$ cat config.mk
export PLATFORM = sky130hd
export DESIGN_NAME = xml_root_tag_scanner_unit_flat
export DESIGN_NICKNAME = d
export VERILOG_FILES = /design/src/rtl/xrts_pkg.sv /design/src/rtl/xrts_if.sv /design/src/rtl/xrts_tag_store.sv /design/src/rtl/xrts_scan_core.sv /design/src/rtl/xrts_out_fifo.sv /design/src/rtl/xml_root_tag_scanner_unit.sv /design/src/flat_wrapper.sv
export SDC_FILE = /design/constraint.sdc
export NUM_CORES = 1
export LEC_CHECK = 0
export BUFFER_PORTS_ARGS = -buffer_cell sky130_fd_sc_hd__buf_4
export CAP_MARGIN = 30
export CELL_PAD_IN_SITES_DETAIL_PLACEMENT = 0
export CELL_PAD_IN_SITES_GLOBAL_PLACEMENT = 1
export CORE_MARGIN = 4
export CORE_UTILIZATION = 41
export DETAILED_ROUTE_END_ITERATION = 16
export GPL_ROUTABILITY_DRIVEN = 1
export PLACE_DENSITY = 0.78
export SKIP_LAST_GASP = 1
export SLEW_MARGIN = 20
export SYNTH_ARGS = -nofsm -noshare
export SYNTH_HDL_FRONTEND = slang
export SYNTH_SLANG_ARGS = --single-unit
$ cat constraint.sdc
create_clock -name clk -period 9.7 [get_ports clk]
set_input_delay 1.94 -clock clk [delete_from_list [all_inputs] [get_ports clk]]
set_output_delay 1.94 -clock clk [all_outputs]
set_load 0.01 [all_outputs]
$ cat src/rtl/xrts_pkg.sv
// Shared types, codes and helpers for the XML root tag scanner.
// No dependencies; every other file refers to this package by scoped names.
`timescale 1ns / 1ps

package xrts_pkg;

  localparam int MAX_NAME_BYTES_DEF = 16;
  localparam int TAG_BYTES = 16;
  localparam int LEN_W = 5;
  localparam int CFG_IDX_W = 2;

  localparam logic [7:0] CH_LT    = 8'h3C;
  localparam logic [7:0] CH_GT    = 8'h3E;
  localparam logic [7:0] CH_QUEST = 8'h3F;
  localparam logic [7:0] CH_BANG  = 8'h21;
  localparam logic [7:0] CH_DASH  = 8'h2D;
  localparam logic [7:0] CH_SLASH = 8'h2F;
  localparam logic [7:0] CH_EQ    = 8'h3D;

  typedef enum logic [CFG_IDX_W-1:0] {
    CFG_TAG_LOW    = 2'd0,
    CFG_TAG_HIGH   = 2'd1,
    CFG_TAG_LENGTH = 2'd2
  } cfg_reg_t;

  typedef enum logic [2:0] {
    ST_OK        = 3'd0,
    ST_OPEN_PI   = 3'd1,
    ST_OPEN_CMT  = 3'd2,
    ST_DECL      = 3'd3,
    ST_NO_ROOT   = 3'd4,
    ST_EMPTY     = 3'd5,
    ST_MISMATCH  = 3'd6,
    ST_TOO_LONG  = 3'd7
  } status_t;

  typedef enum logic [3:0] {
    PH_WS        = 4'd0,
    PH_LT        = 4'd1,
    PH_BANG      = 4'd2,
    PH_BANG_DASH = 4'd3,
    PH_PI        = 4'd4,
    PH_COMMENT   = 4'd5,
    PH_NAME      = 4'd6,
    PH_DONE      = 4'd7,
    PH_NOROOT    = 4'd8,
    PH_DECL      = 4'd9,
    PH_EMPTY     = 4'd10
  } phase_t;

  typedef struct packed {
    logic [2:0]       status;
    logic [LEN_W-1:0] name_length;
    logic [63:0]      name_low;
    logic [63:0]      name_high;
    logic             tag_learned;
  } result_t;

  // Name byte write from the scanner toward the learned-tag memory.
  typedef struct packed {
    logic       en;
    logic [3:0] addr;
    logic [7:0] value;
  } tag_wr_t;

  typedef struct packed {
    logic             en;
    logic [LEN_W-1:0] length;
  } tag_commit_t;

  // Effective tag as seen by the scanner: length and the byte at the lookup index.
  typedef struct packed {
    logic [LEN_W-1:0] eff_len;
    logic [7:0]       ref_byte;
  } tag_view_t;

  function automatic logic is_ws(input logic [7:0] b);
    return (b == 8'h20) || (b == 8'h09) || (b == 8'h0D) || (b == 8'h0A);
  endfunction

  function automatic logic is_term(input logic [7:0] b);
    return is_ws(b) || (b == CH_SLASH) || (b == CH_GT) || (b == CH_EQ);
  endfunction

endpackage

$ cat src/rtl/xrts_if.sv
// Valid/ready channel interfaces: input bytes, results and register writes.
// Depends on xrts_pkg for field widths.
`timescale 1ns / 1ps

interface xrts_in_if;
  logic       valid;
  logic       ready;
  logic [7:0] data_byte;
  logic       has_byte;
  logic       first_of_file;
  logic       last_of_file;

  modport source(output valid, data_byte, has_byte, first_of_file, last_of_file,
                 input ready);
  modport sink(input valid, data_byte, has_byte, first_of_file, last_of_file,
               output ready);
endinterface

interface xrts_out_if;
  logic                      valid;
  logic                      ready;
  logic [2:0]                status;
  logic [xrts_pkg::LEN_W-1:0] name_length;
  logic [63:0]               name_low;
  logic [63:0]               name_high;
  logic                      tag_learned;

  modport source(output valid, status, name_length, name_low, name_high, tag_learned,
                 input ready);
  modport sink(input valid, status, name_length, name_low, name_high, tag_learned,
               output ready);
endinterface

interface xrts_cfg_if;
  logic                          valid;
  logic                          ready;
  logic [xrts_pkg::CFG_IDX_W-1:0] index;
  logic [63:0]                   data;

  modport source(output valid, index, data, input ready);
  modport sink(input valid, index, data, output ready);
endinterface

$ cat src/rtl/xrts_tag_store.sv
// Tag store: configuration registers and the learned-tag memory (sync read).
// Depends on xrts_pkg and xrts_cfg_if.
`timescale 1ns / 1ps

module xrts_tag_store (
  input  logic                  clk,
  input  logic                  rst,
  xrts_cfg_if.sink              cfg,
  input  xrts_pkg::tag_wr_t     wr,
  input  xrts_pkg::tag_commit_t commit,
  input  logic [3:0]            raddr,
  input  logic [3:0]            sel,
  output xrts_pkg::tag_view_t   view
);

  logic [63:0]                exp_low;
  logic [63:0]                exp_high;
  logic [xrts_pkg::LEN_W-1:0] exp_len;
  logic [xrts_pkg::LEN_W-1:0] learned_length;

  logic [7:0] learned_mem [xrts_pkg::TAG_BYTES];
  logic [7:0] mem_q;
  logic [7:0] first_byte;

  logic [127:0]               exp_tag;
  logic [xrts_pkg::LEN_W-1:0] exp_len_clip;
  logic                       mem_we;

  assign cfg.ready = 1'b1;

  always_ff @(posedge clk) begin
    if (rst) begin
      exp_low  <= '0;
      exp_high <= '0;
      exp_len  <= '0;
    end else if (cfg.valid) begin
      unique case (xrts_pkg::cfg_reg_t'(cfg.index))
        xrts_pkg::CFG_TAG_LOW:    exp_low  <= cfg.data;
        xrts_pkg::CFG_TAG_HIGH:   exp_high <= cfg.data;
        xrts_pkg::CFG_TAG_LENGTH: exp_len  <= cfg.data[xrts_pkg::LEN_W-1:0];
        default: ;
      endcase
    end
  end

  always_ff @(posedge clk) begin
    if (rst) begin
      learned_length <= '0;
    end else if (commit.en) begin
      learned_length <= commit.length;
    end
  end

  // Fill the memory only until a tag is learned; after that it is read-only,
  // so a read never overlaps a write that matters. Byte zero is also held in
  // a register because a restart drops the index to zero with no time to read.
  assign mem_we = wr.en && (learned_length == '0);

  always_ff @(posedge clk) begin
    if (mem_we) begin
      learned_mem[wr.addr] <= wr.value;
      if (wr.addr == 4'd0) begin
        first_byte <= wr.value;
      end
    end
    mem_q <= learned_mem[raddr];
  end

  assign exp_tag = {exp_high, exp_low};
  assign exp_len_clip = (exp_len > xrts_pkg::LEN_W'(xrts_pkg::TAG_BYTES)) ?
                        xrts_pkg::LEN_W'(xrts_pkg::TAG_BYTES) : exp_len;

  always_comb begin
    if (exp_len != '0) begin
      view.eff_len  = exp_len_clip;
      view.ref_byte = exp_tag[{sel, 3'b000} +: 8];
    end else begin
      view.eff_len  = learned_length;
      view.ref_byte = (sel == 4'd0) ? first_byte : mem_q;
    end
  end

endmodule

$ cat src/rtl/xrts_scan_core.sv
// Scan core: prolog state machine, name capture and per-byte tag compare.
// Depends on xrts_pkg; talks to xrts_tag_store through package structs.
`timescale 1ns / 1ps

module xrts_scan_core #(
  parameter int MAX_NAME_BYTES = xrts_pkg::MAX_NAME_BYTES_DEF
) (
  input  logic                  clk,
  input  logic                  rst,
  input  logic                  in_fire,
  input  logic [7:0]            data_byte,
  input  logic                  has_byte,
  input  logic                  first_of_file,
  input  logic                  last_of_file,
  input  xrts_pkg::tag_view_t   view,
  output xrts_pkg::tag_wr_t     wr,
  output xrts_pkg::tag_commit_t commit,
  output logic [3:0]            raddr,
  output logic [3:0]            sel,
  output logic                  res_valid,
  output xrts_pkg::result_t     res
);

  localparam int NameCap = (MAX_NAME_BYTES < xrts_pkg::TAG_BYTES) ?
                           MAX_NAME_BYTES : xrts_pkg::TAG_BYTES;
  localparam int IdxW = (NameCap > 1) ? $clog2(NameCap) : 1;
  localparam int LW = xrts_pkg::LEN_W;

  xrts_pkg::phase_t phase;
  logic [1:0]       cp;
  logic [LW-1:0]    cap_len;
  logic             differs;
  logic [7:0]       cap_name [NameCap];

  xrts_pkg::phase_t ph_base, ph_scan;
  logic [1:0]       cp_base, cp_scan;
  logic [LW-1:0]    len_base, len_scan, len_d, n_rep;
  logic             diff_base, diff_scan, take, learn, show_name;
  logic [7:0]       bytes_out [xrts_pkg::TAG_BYTES];
  xrts_pkg::status_t res_status;
  logic             res_learned;
  logic [63:0]      name_lo;
  logic [63:0]      name_hi;

  // Next phase and closer progress.
  always_comb begin
    ph_base = first_of_file ? xrts_pkg::PH_WS : phase;
    cp_base = first_of_file ? 2'd0 : cp;
    ph_scan = ph_base;
    cp_scan = cp_base;
    take    = 1'b0;
    if (has_byte) begin
      unique case (ph_base)
        xrts_pkg::PH_WS: begin
          if (data_byte == xrts_pkg::CH_LT) ph_scan = xrts_pkg::PH_LT;
          else if (!xrts_pkg::is_ws(data_byte)) ph_scan = xrts_pkg::PH_NOROOT;
        end
        xrts_pkg::PH_LT: begin
          if (data_byte == xrts_pkg::CH_QUEST) begin
            ph_scan = xrts_pkg::PH_PI;
            cp_scan = 2'd0;
          end else if (data_byte == xrts_pkg::CH_BANG) begin
            ph_scan = xrts_pkg::PH_BANG;
          end else if (data_byte == xrts_pkg::CH_SLASH) begin
            ph_scan = xrts_pkg::PH_NOROOT;
          end else if (xrts_pkg::is_term(data_byte)) begin
            ph_scan = xrts_pkg::PH_EMPTY;
          end else begin
            ph_scan = xrts_pkg::PH_NAME;
            take    = 1'b1;
          end
        end
        xrts_pkg::PH_BANG: begin
          ph_scan = (data_byte == xrts_pkg::CH_DASH) ? xrts_pkg::PH_BANG_DASH
                                                     : xrts_pkg::PH_DECL;
        end
        xrts_pkg::PH_BANG_DASH: begin
          if (data_byte == xrts_pkg::CH_DASH) begin
            ph_scan = xrts_pkg::PH_COMMENT;
            cp_scan = 2'd0;
          end else begin
            ph_scan = xrts_pkg::PH_DECL;
          end
        end
        xrts_pkg::PH_PI: begin
          if (data_byte == xrts_pkg::CH_GT && cp_base == 2'd1) begin
            ph_scan = xrts_pkg::PH_WS;
            cp_scan = 2'd0;
          end else begin
            cp_scan = (data_byte == xrts_pkg::CH_QUEST) ? 2'd1 : 2'd0;
          end
        end
        xrts_pkg::PH_COMMENT: begin
          if (data_byte == xrts_pkg::CH_GT && cp_base >= 2'd2) begin
            ph_scan = xrts_pkg::PH_WS;
            cp_scan = 2'd0;
          end else if (data_byte == xrts_pkg::CH_DASH) begin
            cp_scan = (cp_base >= 2'd2) ? 2'd2 : cp_base + 2'd1;
          end else begin
            cp_scan = 2'd0;
          end
        end
        xrts_pkg::PH_NAME: begin
          if (xrts_pkg::is_term(data_byte)) ph_scan = xrts_pkg::PH_DONE;
          else take = 1'b1;
        end
        default: ;
      endcase
    end
  end

  assign sel = len_base[3:0];

  // Capture: append the byte, compare it against the effective tag.
  always_comb begin
    len_base  = first_of_file ? '0 : cap_len;
    diff_base = first_of_file ? 1'b0 : differs;
    len_scan  = len_base;
    diff_scan = diff_base;
    wr        = '0;
    if (in_fire && take) begin
      if (len_base < LW'(NameCap)) begin
        wr.en    = 1'b1;
        wr.addr  = len_base[3:0];
        wr.value = data_byte;
        if (len_base >= view.eff_len || view.ref_byte != data_byte) begin
          diff_scan = 1'b1;
        end
        len_scan = len_base + LW'(1);
      end else begin
        len_scan = LW'(NameCap + 1);
      end
    end
  end

  // Result of a file that ends on this item.
  always_comb begin
    res_status  = xrts_pkg::ST_NO_ROOT;
    res_learned = 1'b0;
    n_rep       = '0;
    learn       = 1'b0;
    show_name   = 1'b0;
    unique case (ph_scan) inside
      xrts_pkg::PH_WS, xrts_pkg::PH_NOROOT: res_status = xrts_pkg::ST_NO_ROOT;
      xrts_pkg::PH_LT, xrts_pkg::PH_EMPTY:  res_status = xrts_pkg::ST_EMPTY;
      xrts_pkg::PH_BANG, xrts_pkg::PH_BANG_DASH, xrts_pkg::PH_DECL:
        res_status = xrts_pkg::ST_DECL;
      xrts_pkg::PH_PI:      res_status = xrts_pkg::ST_OPEN_PI;
      xrts_pkg::PH_COMMENT: res_status = xrts_pkg::ST_OPEN_CMT;
      xrts_pkg::PH_NAME, xrts_pkg::PH_DONE: begin
        show_name = 1'b1;
        res_status = xrts_pkg::ST_OK;
        n_rep = len_scan;
        if (len_scan > LW'(NameCap)) begin
          res_status = xrts_pkg::ST_TOO_LONG;
          n_rep = LW'(NameCap);
        end else if (view.eff_len == '0) begin
          learn = 1'b1;
          res_learned = 1'b1;
        end else if (diff_scan || len_scan != view.eff_len) begin
          res_status = xrts_pkg::ST_MISMATCH;
        end
      end
      default: res_status = xrts_pkg::ST_NO_ROOT;
    endcase
  end

  for (genvar k = 0; k < xrts_pkg::TAG_BYTES; k++) begin : g_bytes
    if (k < NameCap) begin : g_live
      logic [7:0] now_byte;
      // Bypass the byte written on this same item.
      assign now_byte = (wr.en && wr.addr == 4'(k)) ? data_byte : cap_name[k];
      assign bytes_out[k] = (show_name && LW'(k) < n_rep) ? now_byte : 8'd0;
    end else begin : g_dead
      assign bytes_out[k] = 8'd0;
    end
  end

  always_comb begin
    for (int k = 0; k < 8; k++) begin
      name_lo[8*k +: 8] = bytes_out[k];
      name_hi[8*k +: 8] = bytes_out[k+8];
    end
  end

  assign res = '{res_status, n_rep, name_lo, name_hi, res_learned};

  assign res_valid     = in_fire && last_of_file;
  assign commit.en     = res_valid && learn;
  assign commit.length = n_rep;

  // Memory read address follows the index the next item will use.
  assign len_d = !in_fire ? cap_len : (last_of_file ? '0 : len_scan);
  assign raddr = (len_d < LW'(NameCap)) ? len_d[3:0] : 4'd0;

  always_ff @(posedge clk) begin
    if (rst) begin
      phase   <= xrts_pkg::PH_WS;
      cp      <= 2'd0;
      cap_len <= '0;
      differs <= 1'b0;
    end else if (in_fire) begin
      if (last_of_file) begin
        phase   <= xrts_pkg::PH_WS;
        cp      <= 2'd0;
        cap_len <= '0;
        differs <= 1'b0;
      end else begin
        phase   <= ph_scan;
        cp      <= cp_scan;
        cap_len <= len_scan;
        differs <= diff_scan;
      end
    end
  end

  always_ff @(posedge clk) begin
    if (wr.en) begin
      cap_name[wr.addr[IdxW-1:0]] <= data_byte;
    end
  end

endmodule

$ cat src/rtl/xrts_out_fifo.sv
// Two-entry result queue that decouples the scanner from the result receiver.
// Depends on xrts_pkg and xrts_out_if.
`timescale 1ns / 1ps

module xrts_out_fifo (
  input  logic              clk,
  input  logic              rst,
  input  logic              push,
  input  xrts_pkg::result_t din,
  output logic              full,
  xrts_out_if.source        dout
);

  xrts_pkg::result_t slots [2];
  logic              wr_ptr;
  logic              rd_ptr;
  logic [1:0]        count;
  logic              pop;

  assign full = (count == 2'd2);
  assign pop  = dout.valid && dout.ready;

  always_ff @(posedge clk) begin
    if (rst) begin
      wr_ptr <= 1'b0;
      rd_ptr <= 1'b0;
      count  <= 2'd0;
    end else begin
      if (push) wr_ptr <= ~wr_ptr;
      if (pop)  rd_ptr <= ~rd_ptr;
      if (push && !pop)      count <= count + 2'd1;
      else if (pop && !push) count <= count - 2'd1;
    end
  end

  always_ff @(posedge clk) begin
    if (push) slots[wr_ptr] <= din;
  end

  assign dout.valid       = (count != 2'd0);
  assign dout.status      = slots[rd_ptr].status;
  assign dout.name_length = slots[rd_ptr].name_length;
  assign dout.name_low    = slots[rd_ptr].name_low;
  assign dout.name_high   = slots[rd_ptr].name_high;
  assign dout.tag_learned = slots[rd_ptr].tag_learned;

endmodule

$ cat src/rtl/xml_root_tag_scanner_unit.sv
// Top level of the XML root tag scanner.
// Depends on xrts_pkg, xrts_if, xrts_tag_store, xrts_scan_core, xrts_out_fifo.
`timescale 1ns / 1ps

// Usage:
//   item_in  - one file byte per transfer, with has_byte, first_of_file and
//              last_of_file marks. One transfer per cycle is sustained while item_in.ready is high.
//   item_out - one result per file, produced by the transfer that carries
//              last_of_file; it is written into the result queue and leaves it in order.
//   cfg      - register writes (expected tag low/high/length), always ready;
//              write only while no file is in flight.
// Throughput is one byte per cycle while the result queue has room: each byte
// does one state step and one name-byte compare, the compare byte coming from
// the learned-tag memory, a registered read addressed ahead at the next name index.
// Results go through a two-entry queue, so input keeps flowing while one
// result waits. If the receiver stalls long enough to fill the queue,
// item_in.ready drops until a result transfer frees a slot.
// Reset (rst, synchronous) clears the scan, the expected tag and the
// learned tag; no clearing pass is needed.
module xml_root_tag_scanner_unit #(
  parameter int MAX_NAME_BYTES = xrts_pkg::MAX_NAME_BYTES_DEF
) (
  input  logic        clk,
  input  logic        rst,
  xrts_in_if.sink     item_in,
  xrts_out_if.source  item_out,
  xrts_cfg_if.sink    cfg
);

  xrts_pkg::tag_wr_t     wr;
  xrts_pkg::tag_commit_t commit;
  xrts_pkg::tag_view_t   view;
  xrts_pkg::result_t     res;
  logic [3:0]            raddr;
  logic [3:0]            sel;
  logic                  res_valid;
  logic                  fifo_full;
  logic                  in_fire;

  assign item_in.ready = !fifo_full;
  assign in_fire       = item_in.valid && item_in.ready;

  xrts_tag_store u_tag_store (
    .clk    (clk),
    .rst    (rst),
    .cfg    (cfg),
    .wr     (wr),
    .commit (commit),
    .raddr  (raddr),
    .sel    (sel),
    .view   (view)
  );

  xrts_scan_core #(
    .MAX_NAME_BYTES (MAX_NAME_BYTES)
  ) u_scan_core (
    .clk           (clk),
    .rst           (rst),
    .in_fire       (in_fire),
    .data_byte     (item_in.data_byte),
    .has_byte      (item_in.has_byte),
    .first_of_file (item_in.first_of_file),
    .last_of_file  (item_in.last_of_file),
    .view          (view),
    .wr            (wr),
    .commit        (commit),
    .raddr         (raddr),
    .sel           (sel),
    .res_valid     (res_valid),
    .res           (res)
  );

  xrts_out_fifo u_out_fifo (
    .clk  (clk),
    .rst  (rst),
    .push (res_valid),
    .din  (res),
    .full (fifo_full),
    .dout (item_out)
  );

endmodule

$ cat src/flat_wrapper.sv
// flat-port wrapper written by rule: the top's interface ports become plain ports
module xml_root_tag_scanner_unit_flat 
#(
  parameter int MAX_NAME_BYTES = xrts_pkg::MAX_NAME_BYTES_DEF
)
  (clk, rst, item_in_valid, item_in_data_byte, item_in_has_byte, item_in_first_of_file, item_in_last_of_file, item_in_ready, item_out_valid, item_out_status, item_out_name_length, item_out_name_low, item_out_name_high, item_out_tag_learned, item_out_ready, cfg_valid, cfg_index, cfg_data, cfg_ready);
  xrts_in_if item_in_i ();
  xrts_out_if item_out_i ();
  xrts_cfg_if cfg_i ();
  input  logic clk;
  input  logic rst;
  input wire logic [$bits(item_in_i.valid)-1:0] item_in_valid;
  input wire logic [$bits(item_in_i.data_byte)-1:0] item_in_data_byte;
  input wire logic [$bits(item_in_i.has_byte)-1:0] item_in_has_byte;
  input wire logic [$bits(item_in_i.first_of_file)-1:0] item_in_first_of_file;
  input wire logic [$bits(item_in_i.last_of_file)-1:0] item_in_last_of_file;
  output wire logic [$bits(item_in_i.ready)-1:0] item_in_ready;
  output wire logic [$bits(item_out_i.valid)-1:0] item_out_valid;
  output wire logic [$bits(item_out_i.status)-1:0] item_out_status;
  output wire logic [$bits(item_out_i.name_length)-1:0] item_out_name_length;
  output wire logic [$bits(item_out_i.name_low)-1:0] item_out_name_low;
  output wire logic [$bits(item_out_i.name_high)-1:0] item_out_name_high;
  output wire logic [$bits(item_out_i.tag_learned)-1:0] item_out_tag_learned;
  input wire logic [$bits(item_out_i.ready)-1:0] item_out_ready;
  input wire logic [$bits(cfg_i.valid)-1:0] cfg_valid;
  input wire logic [$bits(cfg_i.index)-1:0] cfg_index;
  input wire logic [$bits(cfg_i.data)-1:0] cfg_data;
  output wire logic [$bits(cfg_i.ready)-1:0] cfg_ready;
  assign item_in_i.valid = item_in_valid;
  assign item_in_i.data_byte = item_in_data_byte;
  assign item_in_i.has_byte = item_in_has_byte;
  assign item_in_i.first_of_file = item_in_first_of_file;
  assign item_in_i.last_of_file = item_in_last_of_file;
  assign item_in_ready = item_in_i.ready;
  assign item_out_valid = item_out_i.valid;
  assign item_out_status = item_out_i.status;
  assign item_out_name_length = item_out_i.name_length;
  assign item_out_name_low = item_out_i.name_low;
  assign item_out_name_high = item_out_i.name_high;
  assign item_out_tag_learned = item_out_i.tag_learned;
  assign item_out_i.ready = item_out_ready;
  assign cfg_i.valid = cfg_valid;
  assign cfg_i.index = cfg_index;
  assign cfg_i.data = cfg_data;
  assign cfg_ready = cfg_i.ready;
  xml_root_tag_scanner_unit #(.MAX_NAME_BYTES(MAX_NAME_BYTES)) u_core (.clk(clk), .rst(rst), .item_in(item_in_i), .item_out(item_out_i), .cfg(cfg_i));
endmodule
==> impl_metrics.env, run 1 <==
export IMPL_status="complete, no violations"
export IMPL_min_period_over_period_pct=60.6
export IMPL_crit_path_start_kind="input pin"
export IMPL_cap_violations=0
export IMPL_synthesis_area_um2=29800
export IMPL_cts_repair_resized=0
export IMPL_crit_required_ps=9940
export IMPL_initial_core_util_pct=41.5
export IMPL_holdBufCountCts=0
export IMPL_worst_pin_slew_ps=942
export IMPL_slowest_stage="nor2_1"
export IMPL_die_y_um=278
export IMPL_synth_cells=2480
export IMPL_synth_seq_cells=693
export IMPL_async_flop_share_pct=0
export IMPL_num_vias=20200
export IMPL_area_growth_pct=16.9
export IMPL_crit_fanout=41
export IMPL_ant_nets=0
export IMPL_drive_above_1_share_pct=21.6
export IMPL_htreeDepth=3
export IMPL_ys_flop_type="edfxtp_1"
export IMPL_synth_nets=2570
export IMPL_yosysWarnings=0
export IMPL_synth_edff_count=530
export IMPL_synthTopCellsByArea="edfxtp_1 53%, dfxtp_1 11%, nand2_1 6.7%"
export IMPL_slew_violations=0
export IMPL_worstHoldStart="u_core.u_tag_store.exp_high[56]$_SDFFE_PP0P_"
export IMPL_seq_area_frac_synth_pct=64.4
export IMPL_worst_slack_ps=3820
export IMPL_synth_cell_type_count=99
export IMPL_dpl_cell_count=3529
export IMPL_rr_startpoint="u_core.u_out_fifo.count[0]$_SDFFE_PP0P_"
export IMPL_final_setup_tns_ps=0
export IMPL_cts_path_max_buffers=3
export IMPL_wl_per_cell_um=21.5
export IMPL_io_pins=222
export IMPL_remaining_drc_errors=0
export IMPL_slew_limit_headroom_pct=37.2
export IMPL_dp_hpwl_um=51400
export IMPL_ir_worst_vdd_v=0.000140
export IMPL_crit_path_start="item_in_data_byte[6]"
export IMPL_cts_tree="done"
export IMPL_worst_setup_path_end_kind="register"
export IMPL_grt_max_degree=80
export IMPL_vias_per_cell=5.51
export IMPL_cts_root_buf="clkbuf_16"
export IMPL_rows=98
export IMPL_p_leak_nw=12.3
export IMPL_drt_iter0_drc=1713
export IMPL_avgSynthCellArea_um2=12.0
export IMPL_grt_pass1_wl_um=120000
export IMPL_cp_cell_sequence="buf_4 > or3_1 > o22ai_2 > a2111o_1 > nor2_1 > nand2_1 > nor2_1 > nand2_1 > nor2_1"
export IMPL_cp_arrival_ps=6120
export IMPL_grt_overflow=0
export IMPL_postRouteWirelength_um=78900
export IMPL_clkTransAtPathRegs_ps=60
export IMPL_nets=2749
export IMPL_synthXorXnorAreaFrac_pct=0.618
export IMPL_setup_violations=0
export IMPL_synth_top_area_share_pct=53.4
export IMPL_yosys_area_share_simple_pct=12.5
export IMPL_hp_class="register to register"
export IMPL_synth_top_family_by_area="simple AND/OR/NAND/NOR gates"
export IMPL_coreArea_um2=71700
export IMPL_preCtsSetupSlack_ps=3180
export IMPL_clkLatencyLatePin_ps=620
export IMPL_rsz0062_at_grt="no"
export IMPL_yosys_area_top_type="edfxtp_1"
export IMPL_instances_no_fill=3665
export IMPL_synthMuxAreaShare_pct=9.86
export IMPL_grt_usage_pct=19.8
export IMPL_n_antenna_cell=0
export IMPL_timing_critical_path_mode_cell="nor2_1"
export IMPL_finalClockSkew_ps=16.2
export IMPL_hold_viol_final=0
export IMPL_fmax_ghz=0.170
export IMPL_portBuffers=220
export IMPL_clock_sinks=693
export IMPL_max_stage_delay_ps=740
export IMPL_numCtsBuffers=74
export IMPL_synth_adder_area_share_pct=0.336
export IMPL_dr_pass1_iters=6
export IMPL_synth_compound_area_share_pct=9.73
export IMPL_die_w_um=278
export IMPL_gp_congestion=0.883
export IMPL_antenna_found_initial=0
export IMPL_fin_crit_ps=5880
export IMPL_power_density_nw_per_um2=204
export IMPL_post_cts_setup_buffer_count=0
export IMPL_grt_pass1_vias=19900
export IMPL_die_area_um2=77000
export IMPL_crit_type="input pin to register"
-- logic make-up after synthesis --
family                     count (synthesis)
other                                      1
AOI/OAI and AO/OA                        468
and+or+nand+nor                          847
xor gates and xnor gates                  21
buffers and inverters                    180
DFF                                      693
muxes                                    262
adders and majority gates                  8
-- cells in the mapped netlist, types with 12 or more instances --
master    number
edfxtp_1     530
nand2_1      530
a21oi_1      239
dfxtp_1      163
mux2_2       141
nor2_1       124
mux2i_1      110
clkbuf_1     106
o21ai_0       66
nor3_1        38
buf_2         30
nand2b_1      20
inv_1         19
and2_1        17
a211oi_1      16
xnor2_1       16
nor4_1        14
o211ai_1      14
nand4_1       13
a31oi_1       12
o22ai_1       12
-- critical path: cells and delay by family --
kind	cells	cell delay, ps
compound gates	2	600
simple gates	6	3060
buf+inv	1	490
-- area by class of cell --
| class | count | area (µm²) |
|---|---|---|
| sequential | 693 | 19200 |
| clock inverter | 33 | 372 |
| inverter | 29 | 109 |
| multi-input combinational | 1607 | 9960 |
| timing repair buffer | 254 | 1950 |
| fill | 6323 | 36900 |
| tap | 950 | 1190 |
| clock buffer | 99 | 2040 |
-- sequential cells by signal, summed over array words and instances, names as in the netlist, named ones only --
signal                             cells
u_core.u_scan_core.cp                  2
u_core.u_tag_store.exp_len             5
u_core.u_tag_store.learned_mem       128
u_core.u_out_fifo.count                2
u_core.u_out_fifo.slots              274
u_core.u_tag_store.mem_q               8
u_core.u_scan_core.phase               4
u_core.u_tag_store.exp_low            64
u_core.u_out_fifo.wr_ptr               1
u_core.u_out_fifo.rd_ptr               1
u_core.u_tag_store.learned_length      5
u_core.u_scan_core.cap_name          128
u_core.u_tag_store.exp_high           64
u_core.u_scan_core.differs             1
u_core.u_scan_core.cap_len             5
-- layout by cell type, fill, tap and decap left out, drive strengths merged, types with 10 or more instances in the layout --
| master | instances |
|---|---|
| or2 | 11 |
| nand2 | 530 |
| dfxtp | 163 |
| xnor2 | 16 |
| and2 | 18 |
| nor2 | 135 |
| buf | 252 |
| nor3 | 39 |
| a21oi | 240 |
| nor2b | 12 |
| mux2i | 110 |
| edfxtp | 530 |
| o211ai | 15 |
| o21bai | 10 |
| a221oi | 11 |
| clkbuf | 101 |
| mux2 | 141 |
| nand3 | 11 |
| inv | 25 |
| nand2b | 21 |
| o22ai | 13 |
| clkinv | 31 |
| nand4 | 14 |
| nor4 | 16 |
| o221ai | 10 |
| mux4 | 11 |
| a211oi | 17 |
| a31oi | 14 |
| o21ai | 75 |
-- where the power goes --
part	total (mW)	switching, mW	internal [mW]
Clock	2.80	1.18	1.63
Combinational	0.960	0.505	0.454
Sequential	3.34	0.0492	3.29
Total	7.10	1.73	5.37
-- layer usage --
metal | global-route usage, % | vias to the layer above | part of all wire, %
met5 | 0 | - | 0
met4 | 7.03 | 0 | 3.2
met3 | 3.62 | 149 | 6.5
met2 | 32.1 | 698 | 47
met1 | 27.0 | 9952 | 43
li1 | - | 9397 | -
-- through the flow --
| step | power [mW] | util (%) | hold slack, ps | instance area [µm²] |
|---|---|---|---|---|
| 6_report | 7.10 | 48.5 | 452 | 34800 |
| 5_1_grt | 7.35 | 48.5 | 470 | 34800 |
| 4_1_cts | 7.17 | 48.5 | 452 | 34800 |
| 3_5_place_dp | 4.37 | 45.1 | 444 | 32400 |
| 3_3_place_gp | 4.35 | 45.0 | 440 | 32300 |
| 2_1_floorplan | 3.92 | - | 431 | 29800 |
-- worst paths after layout --
kind | slack, ps | endpoint | cells past startpoint
worst min-delay path | 450 | u_core.u_tag_store.exp_high[56]$_SDFFE_PP0P_ | 2
worst min register to register | 450 | u_core.u_tag_store.exp_high[56]$_SDFFE_PP0P_ | 2
worst max-delay path | 3820 | u_core.u_tag_store.learned_mem[10][7]$_DFFE_PP_ | 9
worst max register to register | 4890 | u_core.u_tag_store.learned_mem[10][7]$_DFFE_PP_ | 8
No activity file was read; power rests on OpenSTA's default activity.
==> inputs of run 2 (changes only) <==
clock period = 5.7 ns   (was 9.7 ns; I/O delays follow)
==> impl_metrics.env, run 2 (synthesized netlist as in run 1, its figures left out) <==
export IMPL_vias_per_cell=5.48
export IMPL_numCtsBuffers=72
export IMPL_holdBufCountCts=0
export IMPL_largest_register_ffs=274
export IMPL_rsz0062_at_grt="no"
export IMPL_crit_path_start_kind="input pin"
export IMPL_dpl_cell_count=3573
export IMPL_rows=98
export IMPL_slowest_stage="a32oi_4"
export IMPL_cp_arrival_ps=4910
export IMPL_grt_overflow=0
export IMPL_regMostFlops="u_core.u_out_fifo.slots"
export IMPL_fin_crit_ps=4400
export IMPL_clock_sinks=693
export IMPL_cp_cell_sequence="buf_4 > nand2b_1 > inv_1 > ha_1 > nand3_1 > nand4_1 > o21ai_1 > a32oi_4 > buf_4 > buf_4 > mux2i_1 > nand2_1 > o21ai_0 > a221oi_1"
export IMPL_portBuffers=220
export IMPL_remaining_drc_errors=0
export IMPL_max_stage_delay_ps=570
export IMPL_post_cts_setup_buffer_count=0
export IMPL_instances_no_fill=3708
export IMPL_cap_violations=0
export IMPL_die_w_um=278
export IMPL_cts_repair_resized=0
export IMPL_num_vias=20300
export IMPL_wl_per_cell_um=21.5
export IMPL_crit_fanout=16
export IMPL_slew_violations=0
export IMPL_hold_viol_final=0
export IMPL_clkLatencyLatePin_ps=630
export IMPL_crit_buf_inv=4
export IMPL_crit_type="input pin to register"
export IMPL_cts_tree="done"
export IMPL_power_density_nw_per_um2=339
export IMPL_worst_setup_path_end_kind="register"
export IMPL_dr_pass1_iters=6
export IMPL_clkTransAtPathRegs_ps=60
export IMPL_grt_pass1_wl_um=121000
export IMPL_postRouteWirelength_um=79600
export IMPL_p_leak_nw=12.4
export IMPL_finalClockSkew_ps=16.3
export IMPL_area_growth_pct=17.6
export IMPL_worst_pin_slew_ps=959
export IMPL_htreeDepth=3
export IMPL_nets=2790
export IMPL_initial_core_util_pct=41.5
export IMPL_drive_above_1_share_pct=22.9
export IMPL_ir_worst_vdd_v=0.000282
export IMPL_min_period_over_period_pct=77.2
export IMPL_io_pins=222
export IMPL_cts_root_buf="clkbuf_16"
export IMPL_ant_nets=0
export IMPL_gp_congestion=0.893
export IMPL_coreArea_um2=71700
export IMPL_grt_usage_pct=20.0
export IMPL_layout_common_cells="530 x nand2_1, 530 x edfxtp_1, 292 x buf_4, 239 x a21oi_1, 160 x dfxtp_1"
export IMPL_fmax_ghz=0.227
export IMPL_status="complete, no violations"
export IMPL_grt_max_degree=84
export IMPL_drt_iter0_drc=1751
export IMPL_critPathTopFamily="buffers and inverters"
export IMPL_die_y_um=278
export IMPL_timing_critical_path_mode_cell="buf_4"
export IMPL_antenna_found_initial=2
export IMPL_whs_ps=449
export IMPL_hp_class="register to register"
export IMPL_final_setup_tns_ps=0
export IMPL_slew_limit_headroom_pct=36.1
export IMPL_die_area_um2=77000
export IMPL_dp_hpwl_um=53000
export IMPL_grt_pass1_vias=20100
export IMPL_crit_required_ps=6200
export IMPL_cts_path_max_buffers=3
export IMPL_setup_violations=0
## run 2: cell types whose count changed in the layout (fill, tap and decap cells not counted), moves of 2 or more
cell / previous run / this run
clkbuf_16: 76 / 73
buf_4: 249 / 292
bufinv_16: 5 / 2
clkinv_2: 10 / 19
clkbuf_1: 18 / 12
nor4_1: 11 / 13
buf_12: 0 / 3
## run 2: area by class of cell
| class | instances | area, µm² |
|---|---|---|
| antenna | 1 | 2.50 |
| clock buffer | 90 | 1940 |
| clock inverter | 41 | 352 |
| fill | 6274 | 36700 |
| inverter | 29 | 109 |
| multi-input combinational | 1607 | 9930 |
| sequential | 693 | 19200 |
| tap | 950 | 1190 |
| timing repair buffer | 297 | 2310 |
## run 2: worst paths after layout
| kind | from | endpoint | slack [ps] | cells after the start |
|---|---|---|---|---|
| setup / recovery | item_in_first_of_file | u_core.u_tag_store.mem_q[7]$_DFF_P_ | 1300 | 14 |
| hold / removal | u_core.u_tag_store.exp_high[40]$_SDFFE_PP0P_ | u_core.u_tag_store.exp_high[40]$_SDFFE_PP0P_ | 450 | 2 |
| setup reg to reg | u_core.u_scan_core.phase[2]$_SDFFE_PP0P_ | u_core.u_out_fifo.slots[1][104]$_DFFE_PP_ | 1750 | 10 |
| hold reg to reg | u_core.u_tag_store.exp_high[40]$_SDFFE_PP0P_ | u_core.u_tag_store.exp_high[40]$_SDFFE_PP0P_ | 450 | 2 |
## run 2: where the power goes
group	switching, mW	internal [mW]
clock network	2.00	2.55
logic	0.868	0.787
registers	0.0818	5.59
## run 2: through the flow
step	utilization, %	cell area (µm²)	worst slack, ps	power [mW]
2_1_floorplan	-	29800	140	6.66
3_3_place_gp	45.5	32700	737	7.43
3_5_place_dp	45.5	32700	683	7.44
4_1_cts	48.7	35000	1340	12.0
5_1_grt	48.8	35000	1140	12.3
6_report	48.8	35000	1300	11.9
## run 2: per-layer routing
| layer | vias to the layer above | GRT usage [%] | share of wire [%] |
|---|---|---|---|
| met3 | 110 | 3.11 | 6.4 |
| met5 | - | 0 | 0 |
| li1 | 9462 | - | - |
| met2 | 733 | 33.2 | 48 |
| met4 | 0 | 5.93 | 2.4 |
| met1 | 10000 | 27.3 | 43 |
## run 2: tightest hold or removal path, stage by stage (launching register included)
cell and delay (ps):
dfxtp_1 300, nand2_1 50, a21oi_1 50
